**src/design/rcc_pkg.sv**
```systemverilog
// Package for the RGB colour classifier.
// Holds the shared widths, colour and register codes, reset values and the lane flag type.
// No dependencies; every other file of the block refers to it by scoped names.
package rcc_pkg;

  // Widths of the light level, the scaled level, the configuration port and the result word.
  localparam int LEVEL_W    = 16;
  localparam int SCALE_BITS = 8;
  localparam int ADDR_W     = 5;
  localparam int DATA_W     = 32;
  localparam int OUT_W      = 32;

  localparam logic [LEVEL_W-1:0]    LEVEL_MAX = 16'hFFFF;
  localparam logic [SCALE_BITS-1:0] SCALE_TOP = 8'hFF;

  // Colour codes of the result word.
  typedef logic [2:0] colour_t;
  localparam colour_t COL_BLACK = 3'd0;
  localparam colour_t COL_RED   = 3'd1;
  localparam colour_t COL_GREEN = 3'd2;
  localparam colour_t COL_BLUE  = 3'd3;
  localparam colour_t COL_UNDEF = 3'd4;

  // Register indexes (byte address / 4).
  typedef logic [2:0] reg_idx_t;
  localparam reg_idx_t REG_WHITE_RED   = 3'd0;
  localparam reg_idx_t REG_WHITE_GREEN = 3'd1;
  localparam reg_idx_t REG_WHITE_BLUE  = 3'd2;
  localparam reg_idx_t REG_DARK_RED    = 3'd3;
  localparam reg_idx_t REG_DARK_GREEN  = 3'd4;
  localparam reg_idx_t REG_DARK_BLUE   = 3'd5;
  localparam reg_idx_t REG_BLACK_THR   = 3'd6;

  // Register reset values.
  localparam logic [LEVEL_W-1:0]    RST_WHITE      = 16'd0;
  localparam logic [LEVEL_W-1:0]    RST_DARK_RED   = 16'd90;
  localparam logic [LEVEL_W-1:0]    RST_DARK_GREEN = 16'd80;
  localparam logic [LEVEL_W-1:0]    RST_DARK_BLUE  = 16'd100;
  localparam logic [SCALE_BITS-1:0] RST_BLACK_THR  = 8'd30;

  // Status one lane reports along with its scaled level.
  typedef struct packed {
    logic tmo;
    logic clamp;
    logic badcal;
  } lane_flags_t;

endpackage

```
**src/design/rcc_merge.sv**
```systemverilog
// Merging stage of the classifier: combines the three lane results into a colour
// decision and holds the finished result word. Depends on rcc_pkg.
module rcc_merge (
  input  logic                            clk,
  input  logic                            load,
  input  logic [rcc_pkg::SCALE_BITS-1:0]  red_in,
  input  logic [rcc_pkg::SCALE_BITS-1:0]  green_in,
  input  logic [rcc_pkg::SCALE_BITS-1:0]  blue_in,
  input  rcc_pkg::lane_flags_t            red_flags,
  input  rcc_pkg::lane_flags_t            green_flags,
  input  rcc_pkg::lane_flags_t            blue_flags,
  input  logic [rcc_pkg::SCALE_BITS-1:0]  black_threshold,
  output rcc_pkg::colour_t                colour,
  output logic [rcc_pkg::SCALE_BITS-1:0]  red_scaled,
  output logic [rcc_pkg::SCALE_BITS-1:0]  green_scaled,
  output logic [rcc_pkg::SCALE_BITS-1:0]  blue_scaled,
  output logic                            timed_out,
  output logic                            clamped,
  output logic                            calibration_bad
);

  localparam int SB = rcc_pkg::SCALE_BITS;

  logic [SB+1:0]    sum;
  logic [SB+1:0]    thr3;
  logic [SB:0]      gb;
  logic [SB:0]      rb;
  logic [SB:0]      rg;
  logic             tmo;
  logic             red_win;
  logic             green_win;
  logic             blue_win;
  rcc_pkg::colour_t colour_c;

  assign tmo  = red_flags.tmo | green_flags.tmo | blue_flags.tmo;
  assign sum  = (SB+2)'(red_in) + (SB+2)'(green_in) + (SB+2)'(blue_in);
  assign thr3 = (SB+2)'({black_threshold, 1'b0}) + (SB+2)'(black_threshold);
  assign gb   = (SB+1)'(green_in) + (SB+1)'(blue_in);
  assign rb   = (SB+1)'(red_in) + (SB+1)'(blue_in);
  assign rg   = (SB+1)'(red_in) + (SB+1)'(green_in);

  // A channel wins when four times it exceeds three times the other two.
  assign red_win   = (SB+3)'({red_in, 2'b00})   > ((SB+3)'({gb, 1'b0}) + (SB+3)'(gb));
  assign green_win = (SB+3)'({green_in, 2'b00}) > ((SB+3)'({rb, 1'b0}) + (SB+3)'(rb));
  assign blue_win  = (SB+3)'({blue_in, 2'b00})  > ((SB+3)'({rg, 1'b0}) + (SB+3)'(rg));

  // Decision order: timeout, black, red, green, blue.
  always_comb begin
    if (tmo) begin
      colour_c = rcc_pkg::COL_UNDEF;
    end else if (sum < thr3) begin
      colour_c = rcc_pkg::COL_BLACK;
    end else if (red_win) begin
      colour_c = rcc_pkg::COL_RED;
    end else if (green_win) begin
      colour_c = rcc_pkg::COL_GREEN;
    end else if (blue_win) begin
      colour_c = rcc_pkg::COL_BLUE;
    end else begin
      colour_c = rcc_pkg::COL_UNDEF;
    end
  end

  // Result register.
  always_ff @(posedge clk) begin
    if (load) begin
      colour          <= colour_c;
      red_scaled      <= red_in;
      green_scaled    <= green_in;
      blue_scaled     <= blue_in;
      timed_out       <= tmo;
      clamped         <= red_flags.clamp | green_flags.clamp | blue_flags.clamp;
      calibration_bad <= red_flags.badcal | green_flags.badcal | blue_flags.badcal;
    end
  end

endmodule

```
**config.mk**
```make
export PLATFORM = sky130hd
export DESIGN_NAME = rcc_merge
export DESIGN_NICKNAME = d
export VERILOG_FILES = /design/src/design/rcc_pkg.sv /design/src/design/rcc_merge.sv
export SDC_FILE = /design/constraint.sdc
export NUM_CORES = 1
export LEC_CHECK = 0
export ABC_AREA = 1
export BUFFER_PORTS_ARGS = -buffer_cell sky130_fd_sc_hd__buf_4
export CAP_MARGIN = 10
export CORE_MARGIN = 3
export CORE_UTILIZATION = 50
export DETAILED_ROUTE_END_ITERATION = 6
export GPL_TIMING_DRIVEN = 0
export PLACE_DENSITY = 0.76
export SETUP_SLACK_MARGIN = 0.3
export SLEW_MARGIN = 40
export SYNTH_ARGS = -nofsm -noshare
export SYNTH_HDL_FRONTEND = slang
export SYNTH_SLANG_ARGS = --single-unit
```
**constraint.sdc**
```tcl
create_clock -name clk -period 5.3 [get_ports clk]
set_input_delay 1.06 -clock clk [delete_from_list [all_inputs] [get_ports clk]]
set_output_delay 1.06 -clock clk [all_outputs]
set_load 0.03 [all_outputs]
```
After elaboration in Yosys (flattened, before gate mapping)
Index checks and enable logic that the tools add are counted.

operators by class
  add/sub/neg operators = 9
  multipliers = 0
  divide/modulo/power cells = 0
  magnitude comparators = 4
  equality and inequality tests = 0
  shift operators = 0
  multiplexer cells = 4
  bitwise logic cells = 6
  reductions and logical operators = 2

operators with widths
  cell                           number
  adder 8 x 8 -> 9 bit           4
  adder 10 x 9 -> 11 bit         3
  > comparator 10 x 11 -> 1 bit  3
  adder 9 x 8 -> 10 bit          2
  2-to-1 mux 3 bit               4
  < comparator 10 bit            1
  OR 1 bit                       6
  OR reduction 3 bit             1
  OR reduction 2 bit             1

word-level totals
  bits in registers = 30
  bits in latches = 0
  bits in writable memories = 0
  ROM bits = 0
  input bits = 43
  output and inout bits = 30
  logic and storage cells = 34
  memories kept = 0

Depth between registers and ports, before layout
  depth after elaboration = 7
  depth in mapped cells = 29
  gate-level depth less buffers = 29

Worst setup path before layout
No wires, ideal clock.

  path kind = input-to-reg
  from = input port red_in[0] (netlist name)
  to = register colour[2], data pin
  library setup time = 0.267 ns
  data arrival time = 4.034 ns
  data required time = 5.033 ns
  slack = 0.998 ns
  stages = 24
  path buffers = 0
  cell sequence = ha_1 inv_1 fa_1 inv_1 ha_1 fa_1 nand3_1 nand2_1 nand2_1 nand2_1 nand2_1 nand2_1 a21oi_1 nor2_1 nor2_1 xor2_1 ha_1 nand3_1 nor2_1 o21ai_0 a21oi_1 nand2_2 nand2_1 o21ai_2

on the way
  cells in the longest elaborated chain, start to end = 7
  elaborated cells on any way between the ends = 14
  classes of those cells = add/sub (6); order compare (4); mux (4)

RTL lines
  what                           RTL line                          RTL
  start, declared                rcc_merge.sv:6                    input logic [rcc_pkg::SCALE_BITS-1:0] red_in,
  adder 8 x 8 -> 9 bit           rcc_merge.sv:36, rcc_merge.sv:40
  adder 10 x 9 -> 11 bit         rcc_merge.sv:45                   assign blue_win = (SB+3)'({blue_in, 2'b00}) > ((SB+3)'({rg, 1'b0}) + (SB+3)'(rg));
  > comparator 10 x 11 -> 1 bit  rcc_merge.sv:45
  2-to-1 mux 3 bit               rcc_merge.sv:57                   end else if (blue_win) begin
  2-to-1 mux 3 bit               rcc_merge.sv:55                   end else if (green_win) begin
  2-to-1 mux 3 bit               rcc_merge.sv:53                   end else if (red_win) begin
  2-to-1 mux 3 bit *             rcc_merge.sv:51                   end else if (sum < thr3) begin
  end signal, assigned           rcc_merge.sv:67                   colour <= colour_c;
  end, declared                  rcc_merge.sv:13                   output rcc_pkg::colour_t colour,

Mark *: on every way between the ends. The rest lies on a longest branch, timed or not.
A chain may end at the register's enable or synchronous reset.

Worst setup path in the final report
Same ends and word-level chain as after synthesis.

==> results.json <==
{
  "start_util_pct": 51.7,
  "ys_async_sr_fraction_pct": 0,
  "hold_class": "input pin to flop",
  "cp_max_fo": 5,
  "status": "finished clean",
  "clock-sinks": 30,
  "area_delta_synth_final_pct": 17.1,
  "cp.required_ns": 5.32,
  "totalWireLength_um": 10700,
  "cts_tree": "yes",
  "whs_path_depth": 1,
  "min_to": "blue_scaled[3]$_DFFE_PP_",
  "antenna_found_initial": 0,
  "place_congestion": 0.900,
  "finalCritPeriodShare_pct": 87.8,
  "worst_pin_slew_ns": 0.437,
  "drtIter0Drc": 158,
  "fp.dieH_um": 101,
  "top_layer": "met4",
  "timing.fmax_ghz": 0.215,
  "synth_cell_type_count": 40,
  "drc": 0,
  "syn_avg_cell_area_um2": 8.36,
  "syn_area_um2": 4560,
  "fillers": 776,
  "start_kind": "input pin",
  "port_buffers": 72,
  "ys_ff_latch": 30,
  "finalSetupViolCount": 0,
  "cts_buffers": 5,
  "cts_hold_buf": 0,
  "synthCells": 545,
  "relSlewSlack_pct": 70.4,
  "ys_warn_count": 0,
  "synth_edf_count": 30,
  "maxSlewViolCount": 0,
  "vias": 3934,
  "ys.flop_type": "edfxtp_1",
  "cp-end-kind": "flop",
  "groute.usage.overall_pct": 21.0,
  "finalPower_uw": 1610,
  "finalSetupTns_ns": 0,
  "via_per_inst": 5.37,
  "power_density_nw_per_um2": 301,
  "arrival_ns": 4.68,
  "met2_length_um": 5420,
  "hold_viol": 0,
  "ff_latch_area_um2": 901,
  "peakVddDrop_mv": 0.134,
  "ant_nets": 0,
  "h-tree-depth": 2,
  "routedWlPerCell_um": 14.7,
  "worstHoldStart": "blue_in[3]",
  "rsz0062_at_grt": "false",
  "drive_gt1_share_pct": 18.3,
  "finalCriticalPeriod_ns": 4.66,
  "p_leak_uw": 0.00280,
  "post_cts_buffers": 0,
  "grt_pass1_wl_um": 16800,
  "grt_pass1_vias": 3687,
  "rows": 34,
  "multiInputGateArea_um2": 3350,
  "postSynthNetCount": 707,
  "diodes": 0,
  "cts_max_path_buffers": 2,
  "path_class": "input pin to flop",
  "maxCapViolCount": 0,
  "dp_hpwl_um": 8900,
  "first_pass_iters": 5,
  "grt_start_max_net_pins": 31,
  "cts_root_buf": "clkbuf_8",
  "synth-seq-area-share_pct": 19.8,
  "met1_length_um": 4530,
  "path_clk_slew_ns": 0.07,
  "die_area_um2": 10300,
  "core_area_um2": 8810,
  "grt.overflow.total": 0,
  "finalNetCount": 786,
  "fp.dieW_um": 101,
  "io_pins": 73,
  "dr_wl_met3_um": 666
}
[power breakdown]
part,leakage [uW],total (uW),internal [uW],switching (uW)
combinational,0.00247,1150,479,667
sequential,0.000294,288,282,5.97
clock,0.0000438,174,87.9,85.9
[critical path, cell delays in order]
cell and delay [ns]:
buf_4 0.14, ha_1 0.19, inv_1 0.06, fa_1 0.40, inv_1 0.07, nand2_1 0.05, nand2_1 0.09, nand2_1 0.09
xnor2_2 0.21, ha_1 0.32, a21oi_1 0.16, o21ai_1 0.08, nor2_1 0.17, nor2_1 0.09, a31o_1 0.24, xor2_1 0.15
ha_1 0.29, nand3_1 0.11, nor2_2 0.16, o21ai_0 0.10, a21oi_1 0.19, nand2_2 0.12, nand2_1 0.10, o21ai_2 0.05
[through the flow]
| step | setup WS (ns) | hold WS [ns] | utilization, % | instances | cell area, um2 |
|---|---|---|---|---|---|
| finish | 0.644 | 1.04 | 60.6 | 732 | 5340 |
| global route | 0.307 | 1.02 | 60.6 | 732 | 5340 |
| CTS | 0.646 | 1.03 | 60.3 | 732 | 5310 |
| detailed placement | 0.369 | 1.32 | 59.4 | 725 | 5230 |
| global placement | 0.426 | 1.32 | 59.4 | 725 | 5230 |
| floorplan | 0.998 | 1.16 | - | 545 | 4560 |
[cells by family (layout without fill, tap and decap cells)]
kind of cell,Yosys count,in the layout,synth area share (%)
buf+inv,88,167,7.25
compound gates,83,83,10.5
fa+ha+maj,119,119,35.3
xor+xnor,43,43,8.43
simple gates,182,182,18.7
flops,30,30,19.8
[registers in the layout (all words and copies together) (netlist names)]
register	flops
colour	3
clamped	1
green_scaled	8
red_scaled	8
blue_scaled	8
calibration_bad	1
timed_out	1
[cells in the final DEF (no fill, tap or decap), types with 2 or more instances in the layout]
cell and count:
xnor2_1 19, o21ai_2 2, inv_2 3, edfxtp_1 30, a21o_1 3, or3_1 2
clkbuf_8 5, clkinv_2 2, xor2_1 22, o21ai_1 4, a21oi_1 49, nor2_1 23
nand2_2 13, inv_1 83, ha_1 102, o211ai_1 2, fa_1 16, nand3b_1 4
nand4_2 2, o21ai_0 9, nand3_2 4, nor3_1 3, nand3_1 23, nor3b_1 2
or2_1 2, a21oi_2 5, buf_4 72, xnor2_2 2, clkinv_1 2, and2_1 2
nand2_1 95, a221oi_1 2, nand4_1 3
[cells in the mapped netlist, types with 4 or more instances]
master / count / share of area [%]
inv_1: 83 / 6.8
nand2_1: 95 / 7.8
nor2_1: 24 / 2.0
o21ai_0: 9 / 0.99
a21oi_2: 4 / 0.77
nand2_2: 13 / 1.8
nand3_2: 4 / 0.88
xor2_1: 22 / 4.2
fa_1: 16 / 7.0
a21oi_1: 50 / 5.5
edfxtp_1: 30 / 20
nand3b_1: 4 / 0.66
nand3_1: 23 / 2.5
ha_1: 103 / 28
o21ai_1: 4 / 0.44
xnor2_1: 20 / 3.8
[layout make-up]
cell class / count / area share [%]
Sequential cell: 30 / 16.9
Tap cell: 108 / 2.53
Clock inverter: 2 / 0.188
Multi-Input combinational cell: 427 / 62.8
Timing Repair Buffer: 72 / 10.1
Clock buffer: 5 / 1.29
Inverter: 88 / 6.19
[metal layers]
layer  GRT usage, %  up-vias
li1               -     1989
met1           25.3     1807
met2           39.2      123
met3           3.65       15
met4           3.99        0
met5              0        -
[worst max path at each step]
| stage | startpoint | end | slack [ns] | depth (start not counted) |
|---|---|---|---|---|
| finish | red_in[0] | colour[2]$_SDFFCE_PP1P_ | 0.64 | 24 |
| detailed placement | red_in[0] | colour[2]$_SDFFCE_PP1P_ | 0.37 | 28 |
| CTS | red_in[0] | colour[2]$_SDFFCE_PP1P_ | 0.65 | 28 |
| global route | red_in[0] | colour[2]$_SDFFCE_PP1P_ | 0.31 | 25 |
| global placement | red_in[0] | colour[2]$_SDFFCE_PP1P_ | 0.43 | 24 |
| floorplan | red_in[0] | colour[2]$_SDFFCE_PP1P_ | 1.0 | 24 |
[what timing repair did]
| action | in CTS | in global routing |
|---|---|---|
| gates resized for setup | 0 | 4 |
| endpoints found under the hold margin | 0 | 0 |
| endpoints found under the setup margin | 0 | 3 |
(Power assumes the default switching activity.)
