[src/design/rcc_pkg.sv]
// Package for the RGB colour classifier.
// Holds the shared widths, colour and register codes, reset values and the lane flag type.
// No dependencies; every other file of the block refers to it by scoped names.
package rcc_pkg;

  // Widths of the light level, the scaled level, the configuration port and the result word.
  localparam int LEVEL_W    = 16;
  localparam int SCALE_BITS = 8;
  localparam int ADDR_W     = 5;
  localparam int DATA_W     = 32;
  localparam int OUT_W      = 32;

  localparam logic [LEVEL_W-1:0]    LEVEL_MAX = 16'hFFFF;
  localparam logic [SCALE_BITS-1:0] SCALE_TOP = 8'hFF;

  // Colour codes of the result word.
  typedef logic [2:0] colour_t;
  localparam colour_t COL_BLACK = 3'd0;
  localparam colour_t COL_RED   = 3'd1;
  localparam colour_t COL_GREEN = 3'd2;
  localparam colour_t COL_BLUE  = 3'd3;
  localparam colour_t COL_UNDEF = 3'd4;

  // Register indexes (byte address / 4).
  typedef logic [2:0] reg_idx_t;
  localparam reg_idx_t REG_WHITE_RED   = 3'd0;
  localparam reg_idx_t REG_WHITE_GREEN = 3'd1;
  localparam reg_idx_t REG_WHITE_BLUE  = 3'd2;
  localparam reg_idx_t REG_DARK_RED    = 3'd3;
  localparam reg_idx_t REG_DARK_GREEN  = 3'd4;
  localparam reg_idx_t REG_DARK_BLUE   = 3'd5;
  localparam reg_idx_t REG_BLACK_THR   = 3'd6;

  // Register reset values.
  localparam logic [LEVEL_W-1:0]    RST_WHITE      = 16'd0;
  localparam logic [LEVEL_W-1:0]    RST_DARK_RED   = 16'd90;
  localparam logic [LEVEL_W-1:0]    RST_DARK_GREEN = 16'd80;
  localparam logic [LEVEL_W-1:0]    RST_DARK_BLUE  = 16'd100;
  localparam logic [SCALE_BITS-1:0] RST_BLACK_THR  = 8'd30;

  // Status one lane reports along with its scaled level.
  typedef struct packed {
    logic tmo;
    logic clamp;
    logic badcal;
  } lane_flags_t;

endpackage

[src/design/rcc_lane.sv]
// One colour channel of the classifier: a pipelined restoring divider that turns the
// pulse width into a light level, a calibration step and a second divider for 0..255.
// Depends on rcc_pkg.
module rcc_lane #(
  parameter int WIDTH_BITS = 20,
  parameter int FREQ_SCALE = 100000
) (
  input  logic                                                    clk,
  input  logic [$clog2(FREQ_SCALE+1)+rcc_pkg::SCALE_BITS:0]       adv,
  input  logic [WIDTH_BITS-1:0]                                   width,
  input  logic [rcc_pkg::LEVEL_W-1:0]                             dark,
  input  logic [rcc_pkg::LEVEL_W-1:0]                             white,
  output logic [rcc_pkg::SCALE_BITS-1:0]                          scaled,
  output rcc_pkg::lane_flags_t                                    flags
);

  localparam int QB = $clog2(FREQ_SCALE + 1);
  localparam int LW = rcc_pkg::LEVEL_W;
  localparam int SB = rcc_pkg::SCALE_BITS;
  localparam int PW = LW + SB;
  localparam logic [QB-1:0] NUM = QB'(FREQ_SCALE);

  // Level divider, one quotient bit per stage.
  logic [WIDTH_BITS-1:0] d_rem [QB];
  logic [WIDTH_BITS-1:0] d_div [QB];
  logic [QB-1:0]         d_quo [QB];
  logic                  d_tmo [QB];

  for (genvar k = 0; k < QB; k++) begin : g_lvl
    logic [WIDTH_BITS-1:0] rem_in;
    logic [WIDTH_BITS-1:0] div_in;
    logic [QB-1:0]         quo_in;
    logic                  tmo_in;
    logic [WIDTH_BITS:0]   trial;
    logic                  ge;

    if (k == 0) begin : g_first
      assign rem_in = '0;
      assign div_in = width;
      assign quo_in = '0;
      assign tmo_in = (width == '0);
    end else begin : g_next
      assign rem_in = d_rem[k-1];
      assign div_in = d_div[k-1];
      assign quo_in = d_quo[k-1];
      assign tmo_in = d_tmo[k-1];
    end

    // Bring down the next dividend bit and try a subtract.
    assign trial = {rem_in, NUM[QB-1-k]};
    assign ge    = (trial >= {1'b0, div_in});

    always_ff @(posedge clk) begin
      if (adv[k]) begin
        d_rem[k] <= ge ? WIDTH_BITS'(trial - {1'b0, div_in}) : trial[WIDTH_BITS-1:0];
        d_div[k] <= div_in;
        d_quo[k] <= {quo_in[QB-2:0], ge};
        d_tmo[k] <= tmo_in;
      end
    end
  end

  // Saturate the level; a timed out width reads as full scale.
  logic [31:0]   qx;
  logic [LW-1:0] lv;
  assign qx = 32'(d_quo[QB-1]);
  assign lv = (d_tmo[QB-1] || (qx > 32'(rcc_pkg::LEVEL_MAX))) ? rcc_pkg::LEVEL_MAX : qx[LW-1:0];

  // Calibration step: distance from the dark offset times 255, compared with the span.
  logic          bad_c;
  logic          above;
  logic [LW-1:0] span_c;
  logic [LW-1:0] diff;
  logic [PW-1:0] prod;
  logic          sat_c;
  logic          low_c;

  assign bad_c  = (white <= dark);
  assign span_c = white - dark;
  assign above  = (lv >= dark);
  assign diff   = above ? (lv - dark) : (dark - lv);
  assign prod   = {diff, {SB{1'b0}}} - PW'(diff);
  assign sat_c  = above && (prod >= {span_c, {SB{1'b0}}});
  assign low_c  = !above && (prod >= PW'(span_c));

  logic [PW-1:0] m_num;
  logic [LW-1:0] m_span;
  logic          m_sat;
  logic          m_low;
  logic          m_bad;
  logic          m_tmo;

  always_ff @(posedge clk) begin
    if (adv[QB]) begin
      m_num  <= above ? prod : '0;
      m_span <= span_c;
      m_sat  <= sat_c;
      m_low  <= low_c;
      m_bad  <= bad_c;
      m_tmo  <= d_tmo[QB-1];
    end
  end

  // Scale divider, one bit per stage: the quotient fits in SB bits unless the saturation flag is set.
  logic [PW-1:0] e_rem  [SB];
  logic [SB-1:0] e_quo  [SB];
  logic [LW-1:0] e_span [SB];
  logic          e_sat  [SB];
  logic          e_low  [SB];
  logic          e_bad  [SB];
  logic          e_tmo  [SB];

  for (genvar j = 0; j < SB; j++) begin : g_scl
    logic [PW-1:0] rem_in;
    logic [SB-1:0] quo_in;
    logic [LW-1:0] span_in;
    logic          sat_in;
    logic          low_in;
    logic          bad_in;
    logic          tmo_in;
    logic [PW-1:0] shifted;
    logic          ge;

    if (j == 0) begin : g_first
      assign rem_in  = m_num;
      assign quo_in  = '0;
      assign span_in = m_span;
      assign sat_in  = m_sat;
      assign low_in  = m_low;
      assign bad_in  = m_bad;
      assign tmo_in  = m_tmo;
    end else begin : g_next
      assign rem_in  = e_rem[j-1];
      assign quo_in  = e_quo[j-1];
      assign span_in = e_span[j-1];
      assign sat_in  = e_sat[j-1];
      assign low_in  = e_low[j-1];
      assign bad_in  = e_bad[j-1];
      assign tmo_in  = e_tmo[j-1];
    end

    assign shifted = PW'(span_in) << (SB - 1 - j);
    assign ge      = (rem_in >= shifted);

    always_ff @(posedge clk) begin
      if (adv[QB+1+j]) begin
        e_rem[j]  <= ge ? (rem_in - shifted) : rem_in;
        e_quo[j]  <= {quo_in[SB-2:0], ge};
        e_span[j] <= span_in;
        e_sat[j]  <= sat_in;
        e_low[j]  <= low_in;
        e_bad[j]  <= bad_in;
        e_tmo[j]  <= tmo_in;
      end
    end
  end

  // Clamp and report.
  assign scaled       = e_bad[SB-1] ? '0 : (e_sat[SB-1] ? rcc_pkg::SCALE_TOP : e_quo[SB-1]);
  assign flags.tmo    = e_tmo[SB-1];
  assign flags.clamp  = !e_bad[SB-1] && (e_sat[SB-1] || e_low[SB-1]);
  assign flags.badcal = e_bad[SB-1];

endmodule

[config.mk]
export PLATFORM = sky130hd
export DESIGN_NAME = rcc_lane
export DESIGN_NICKNAME = d
export VERILOG_FILES = /design/src/design/rcc_pkg.sv /design/src/design/rcc_lane.sv
export SDC_FILE = /design/constraint.sdc
export NUM_CORES = 2
export LEC_CHECK = 0
export ABC_AREA = 1
export BUFFER_PORTS_ARGS = -buffer_cell sky130_fd_sc_hd__buf_2
export CAP_MARGIN = 20
export CORE_ASPECT_RATIO = 0.75
export CORE_UTILIZATION = 50
export DETAILED_ROUTE_END_ITERATION = 8
export PLACE_DENSITY = 0.68
export SYNTH_ARGS = -nofsm -noshare
export SYNTH_HDL_FRONTEND = slang
export SYNTH_SLANG_ARGS = --single-unit
[constraint.sdc]
create_clock -name clk -period 4.93 [get_ports clk]
set_input_delay 0.7395 -clock clk [delete_from_list [all_inputs] [get_ports clk]]
set_output_delay 0.7395 -clock clk [all_outputs]
set_load 0.1 [all_outputs]
* Word level (Yosys, flattened, before mapping) *
Memory sizes are Yosys's and may differ from the RTL's.
Index checks and enable logic that the tools add are counted.

operators by class
  order comparisons = 30
  reductions and logical operators = 8
  muxes and demuxes = 79
  $add $sub $neg = 29

operators by type and width
  kind                                          number
  two-way mux 20 bit                            17
  greater-or-equal comparator 21 x 20 -> 1 bit  16
  subtractor 20 bit                             16
  two-way mux 24 bit                            8
  two-way mux 1 bit                             50
  greater-or-equal comparator 24 x 16 -> 1 bit  2
  subtractor 16 bit                             3
  subtractor 24 x 16 -> 24 bit                  2
  two-way mux 16 bit                            2
  greater-or-equal comparator 24 x 17 -> 1 bit  1
  greater-or-equal comparator 24 x 18 -> 1 bit  1
  greater-or-equal comparator 24 x 19 -> 1 bit  1
  greater-or-equal comparator 24 x 20 -> 1 bit  1
  greater-or-equal comparator 24 x 21 -> 1 bit  1
  greater-or-equal comparator 24 x 22 -> 1 bit  1
  greater-or-equal comparator 24 x 23 -> 1 bit  1
  greater-or-equal comparator 24 bit            1
  subtractor 24 x 17 -> 24 bit                  1
  subtractor 24 x 18 -> 24 bit                  1
  subtractor 24 x 19 -> 24 bit                  1
  subtractor 24 x 20 -> 24 bit                  1
  subtractor 24 x 21 -> 24 bit                  1
  subtractor 24 x 22 -> 24 bit                  1
  subtractor 24 x 23 -> 24 bit                  1
  other kinds (10)                              15

word-level totals
  bits in registers = 44
  output and inout port bits = 11
  memories kept = 11
  bits of input ports = 79
  logic and storage cells = 163
  bits in writable memories = 1402

memory list
  memory           depth  width  read ports  clocked after memory_dff  write ports  RTL line         source
  d_div            17     20     16          0                         17           rcc_lane.sv:25   logic [WIDTH_BITS-1:0] d_div [QB];
  d_rem            17     20     16          0                         17           rcc_lane.sv:24   logic [WIDTH_BITS-1:0] d_rem [QB];
  d_quo            17     17     17          0                         17           rcc_lane.sv:26   logic [QB-1:0] d_quo [QB];
  e_rem            8      24     7           0                         8            rcc_lane.sv:105  logic [PW-1:0] e_rem [SB];
  e_span           8      16     7           0                         8            rcc_lane.sv:107  logic [LW-1:0] e_span [SB];
  e_quo            8      8      8           0                         8            rcc_lane.sv:106  logic [SB-1:0] e_quo [SB];
  5 more memories  --     --     --          --                        --           --

* Longest topological paths before layout *
An unclocked memory read counts as a cell.

  depth after elaboration = 9
  mapped depth = 37
  depth with buffers taken out = 35

* Worst setup path after synthesis *
No wires, ideal clock.

  path type = register -> register
  start point = memory d_tmo[16][0], in the netlist d_tmo[0][16]
  end point = register m_low, in the netlist g_scl[0].low_in (data pin)
  path buffers = 2
  setup slack = 0.191 ns
  library setup time = 0.250 ns
  required time = 4.680 ns
  arrival = 4.489 ns
  period minus slack after synthesis = 4.739 ns
  stages on the path, launching flop included = 30
  path through = edfxtp_1 -> nor2_1 -> inv_1 -> clkbuf_1 -> nor2_1 -> inv_1 -> ha_1 -> nand2_2 -> inv_2 -> a21oi_2 -> nand3_2 -> a21oi_1 -> clkbuf_1 -> nand2_1 -> nand2_1 -> ha_1 -> a21oi_1 -> o21ai_0 -> a21oi_1 -> nand2_2 -> xor2_1 -> ha_1 -> a21oi_1 -> o21ai_0 -> a221oi_1 -> nand3_1 -> nor2_1 -> nand3_1 -> nand2_1 -> inv_1

RTL lines
  element               RTL line        source
  from (decl)           rcc_lane.sv:27  logic d_tmo [QB];
  to (signal assigned)  rcc_lane.sv:98  m_low <= low_c;
  to (decl)             rcc_lane.sv:89  logic m_low;

==> results.sh <==
export IMPL_clock_root_buffer="clkbuf_16"
export IMPL_crit_fanout=8
export IMPL_drtAntennaViolNets=0
export IMPL_fin_util=0.579
export IMPL_wirelength_um=150000
export IMPL_cp_start_kind="flip-flop"
export IMPL_htreeDepth=3
export IMPL_holdWs_ns=0.220
export IMPL_synth_enable_flop_cells=1202
export IMPL_die_w_um=422
export IMPL_maxCapViolations=0
export IMPL_clk_latency_ns=0.76
export IMPL_finalNetCount=7495
export IMPL_cts_tree="yes"
export IMPL_synthDistinctLibCells=68
export IMPL_reg2reg_to="g_scl[0].sat_in"
export IMPL_synth_fp_nets=7097
export IMPL_grt_usage=0.221
export IMPL_io_buffers=89
export IMPL_sw_frac_of_total=0.369
export IMPL_synth_area_leaders="edfxtp_1 55%, ha_1 10%, nand2_1 5.6%, a21oi_1 5.2%, inv_1 5.1%"
export IMPL_drive_gt1_frac=0.120
export IMPL_multi_input_area_um2=27500
export IMPL_finalCritPeriodShare=1.00
export IMPL_min_delay_start="width[19]"
export IMPL_cp_arrival_ns=5.53
export IMPL_overflow=0
export IMPL_synth_compound_area_frac=0.104
export IMPL_slowest_delay_ns=0.40
export IMPL_antenna_found_initial=16
export IMPL_p_switching_mw=16.0
export IMPL_synth_top_family_by_area="simple AND/OR/NAND/NOR gates"
export IMPL_r2r_slack_ns=-0.005
export IMPL_r2r_start="d_tmo[0][16]"
export IMPL_synth_xor_area_share=0.0535
export IMPL_violations="setup timing"
export IMPL_relSlewSlack=0.275
export IMPL_setup_viol=1
export IMPL_drtIter0Drc=3815
export IMPL_async_flop_share=0
export IMPL_powerDensity_nw_per_um2=569
export IMPL_slowest_stage="edfxtp_1"
export IMPL_synth_top_area_share=0.546
export IMPL_hold_path_class="in2reg"
export IMPL_synth_area_leader_cell="edfxtp_1"
export IMPL_routedWlPerCell_um=17.2
export IMPL_p_comb_frac=0.414
export IMPL_power_mw=43.2
export IMPL_synth_seq_cells=1202
export IMPL_finalHoldViolCount=0
export IMPL_fmax_mhz=203
export IMPL_syn_instance_count=6462
export IMPL_synth_area_per_cell_um2=10.2
export IMPL_viasPerCell=5.31
export IMPL_worst_slack_ns=-0.00455
export IMPL_vias=46319
export IMPL_cts_buffer_depth=3
export IMPL_cpMostUsedCell="nand2_1"
export IMPL_io_pins=90
export IMPL_synth_area_um2=66100
export IMPL_critPathLaunch="d_tmo[0][16]"
export IMPL_yosys_area_share_simple=0.130
export IMPL_clkTransAtPathRegs_ns=0.06
export IMPL_register_area_um2=36100
export IMPL_core_area_um2=131000
export IMPL_ys_flop_type="edfxtp_1"
export IMPL_die_h_um=317
export IMPL_row_count=115
export IMPL_layout_area_overhead_vs_synth_pct=14.9
export IMPL_seqPwrFrac=0.374
export IMPL_netlist_top_cells_count="1,202 x edfxtp_1, 991 x nand2_1, 893 x inv_1, 691 x a21oi_1, 558 x nor2_1"
export IMPL_drc=0
export IMPL_nFillCells=10941
export IMPL_dp_hpwl_um=115000
export IMPL_drtPass1Iterations=6
export IMPL_cts_buffers=118
export IMPL_yosysSeqAreaShare=0.546
export IMPL_slew_viol_final=0
export IMPL_intPower_mw=27.3
export IMPL_initial_core_util=0.504
export IMPL_synthAdderAreaFrac=0.108
export IMPL_status="finished with violations"
export IMPL_yosysMostFrequentCell="edfxtp_1"
export IMPL_tightest_slew_ns=1.09
export IMPL_grt_max_degree=58
export IMPL_routabilityCongestion=0.918
export IMPL_r2r_cells=33
export IMPL_crit_type="reg2reg"
export IMPL_grt_pass1_vias=43984
export IMPL_cellLeakagePower_nw=31.9
export IMPL_clock_sinks=1202
export IMPL_rsz0062_at_grt="yes"
export IMPL_synth_mux_area_frac=0.000170
export IMPL_end_kind="flip-flop"
export IMPL_die_area_um2=134000
export IMPL_crit_required_ns=5.53
export IMPL_yosys_warnings=0
export IMPL_period_minus_slack_ns=4.93
export IMPL_peakVddDrop_mv=0.323
export IMPL_fin_skew_ns=0.0262
export IMPL_grt_pass1_wl_um=236000
export IMPL_cp_endpoint="g_scl[0].sat_in"
export IMPL_clockPowerShare=0.212
cells by family after synthesis:
| kind of cell | count (synthesis) |
|---|---|
| AO/OA/AOI/OAI | 1279 |
| AND/OR/NAND/NOR | 2027 |
| XOR/XNOR | 403 |
| buffers and inverters | 994 |
| multiplexers | 1 |
| adder cells (fa/ha/maj) | 556 |
| flip-flops | 1202 |
registers in the layout, summed over array words and instances, names as in the netlist:
register,count
e_quo,36
e_sat,8
g_scl.tmo_in,1
g_scl.bad_in,1
d_div,320
g_scl.span_in,16
g_scl.rem_in,24
g_scl.sat_in,1
d_tmo,17
e_low,8
e_span,112
d_rem,320
e_bad,8
d_quo,153
g_scl.low_in,1
e_rem,168
e_tmo,8
cell usage in the layout (no fill, tap or decap), types with 198 or more instances in the layout:
cell type and count:
edfxtp_1 1202, buf_4 258, nand2_1 930, nor2_1 529, ha_1 498, inv_1 876
a21oi_1 671, o21ai_0 368, nand3_1 198
what timing repair did:
action,in CTS,in global routing
gates resized for setup,78,209
pin swaps,20,90
buffers inserted,10,34
hold buffers,0,0
gates cloned,0,2
setup endpoints to repair,2,2
area by class of cell:
type | instances | area share
inverters | 900 | 0.0446
diodes | 5 | 0.000165
clock inverters | 93 | 0.0125
repair buffers | 371 | 0.0365
clock buffers | 128 | 0.0397
well taps | 1755 | 0.0289
multi-input cells | 4267 | 0.362
flip-flops and latches | 1202 | 0.475
per-layer routing:
metal  routed length, um  global-route usage
met1               74500               0.333
met2               64400               0.337
met3                7530              0.0294
met4                3680              0.0599
met5                  16                   0
worst min path at each step:
stage          cells past startpoint            end
6_report                           1   d_div[0][19]
5_1_grt                            1   d_div[0][19]
4_1_cts                            1   d_div[0][19]
3_5_place_dp                       0  d_quo[0][103]
3_3_place_gp                       0  d_quo[0][198]
2_1_floorplan                      0  d_quo[0][103]
through the flow:
step,instance area (um^2),setup TNS (ns),worst slack [ns],std cells
floorplan,66100,0,0.191,6462
global placement,70100,-0.431,-0.228,8442
detailed placement,70100,-0.584,-0.342,8442
CTS,74500,0,0.00115,8673
global route,75900,-0.500,-0.253,8719
finish,75900,-0.00455,-0.00455,8721
critical path: cells and delay by family, from the launching register on:
family | cells | cell delay [ns]
AND/OR/NAND/NOR | 19 | 2.17
adder cells (fa/ha/maj) | 3 | 0.87
XOR/XNOR | 1 | 0.13
AO/OA/AOI/OAI | 2 | 0.35
buffers and inverters | 8 | 0.85
flip-flops | 1 | 0.40
power by group through the flow:
stage | Clock, mW | Sequential, mW | Combinational, mW
2_1_floorplan | 0 | 15.7 | 12.7
3_3_place_gp | 0 | 16.3 | 16.4
3_5_place_dp | 0 | 16.4 | 16.7
4_1_cts | 9.36 | 16.2 | 17.1
5_1_grt | 9.74 | 16.4 | 20.1
6_report | 9.16 | 16.2 | 17.9
Power figures use the tool's default switching activity.
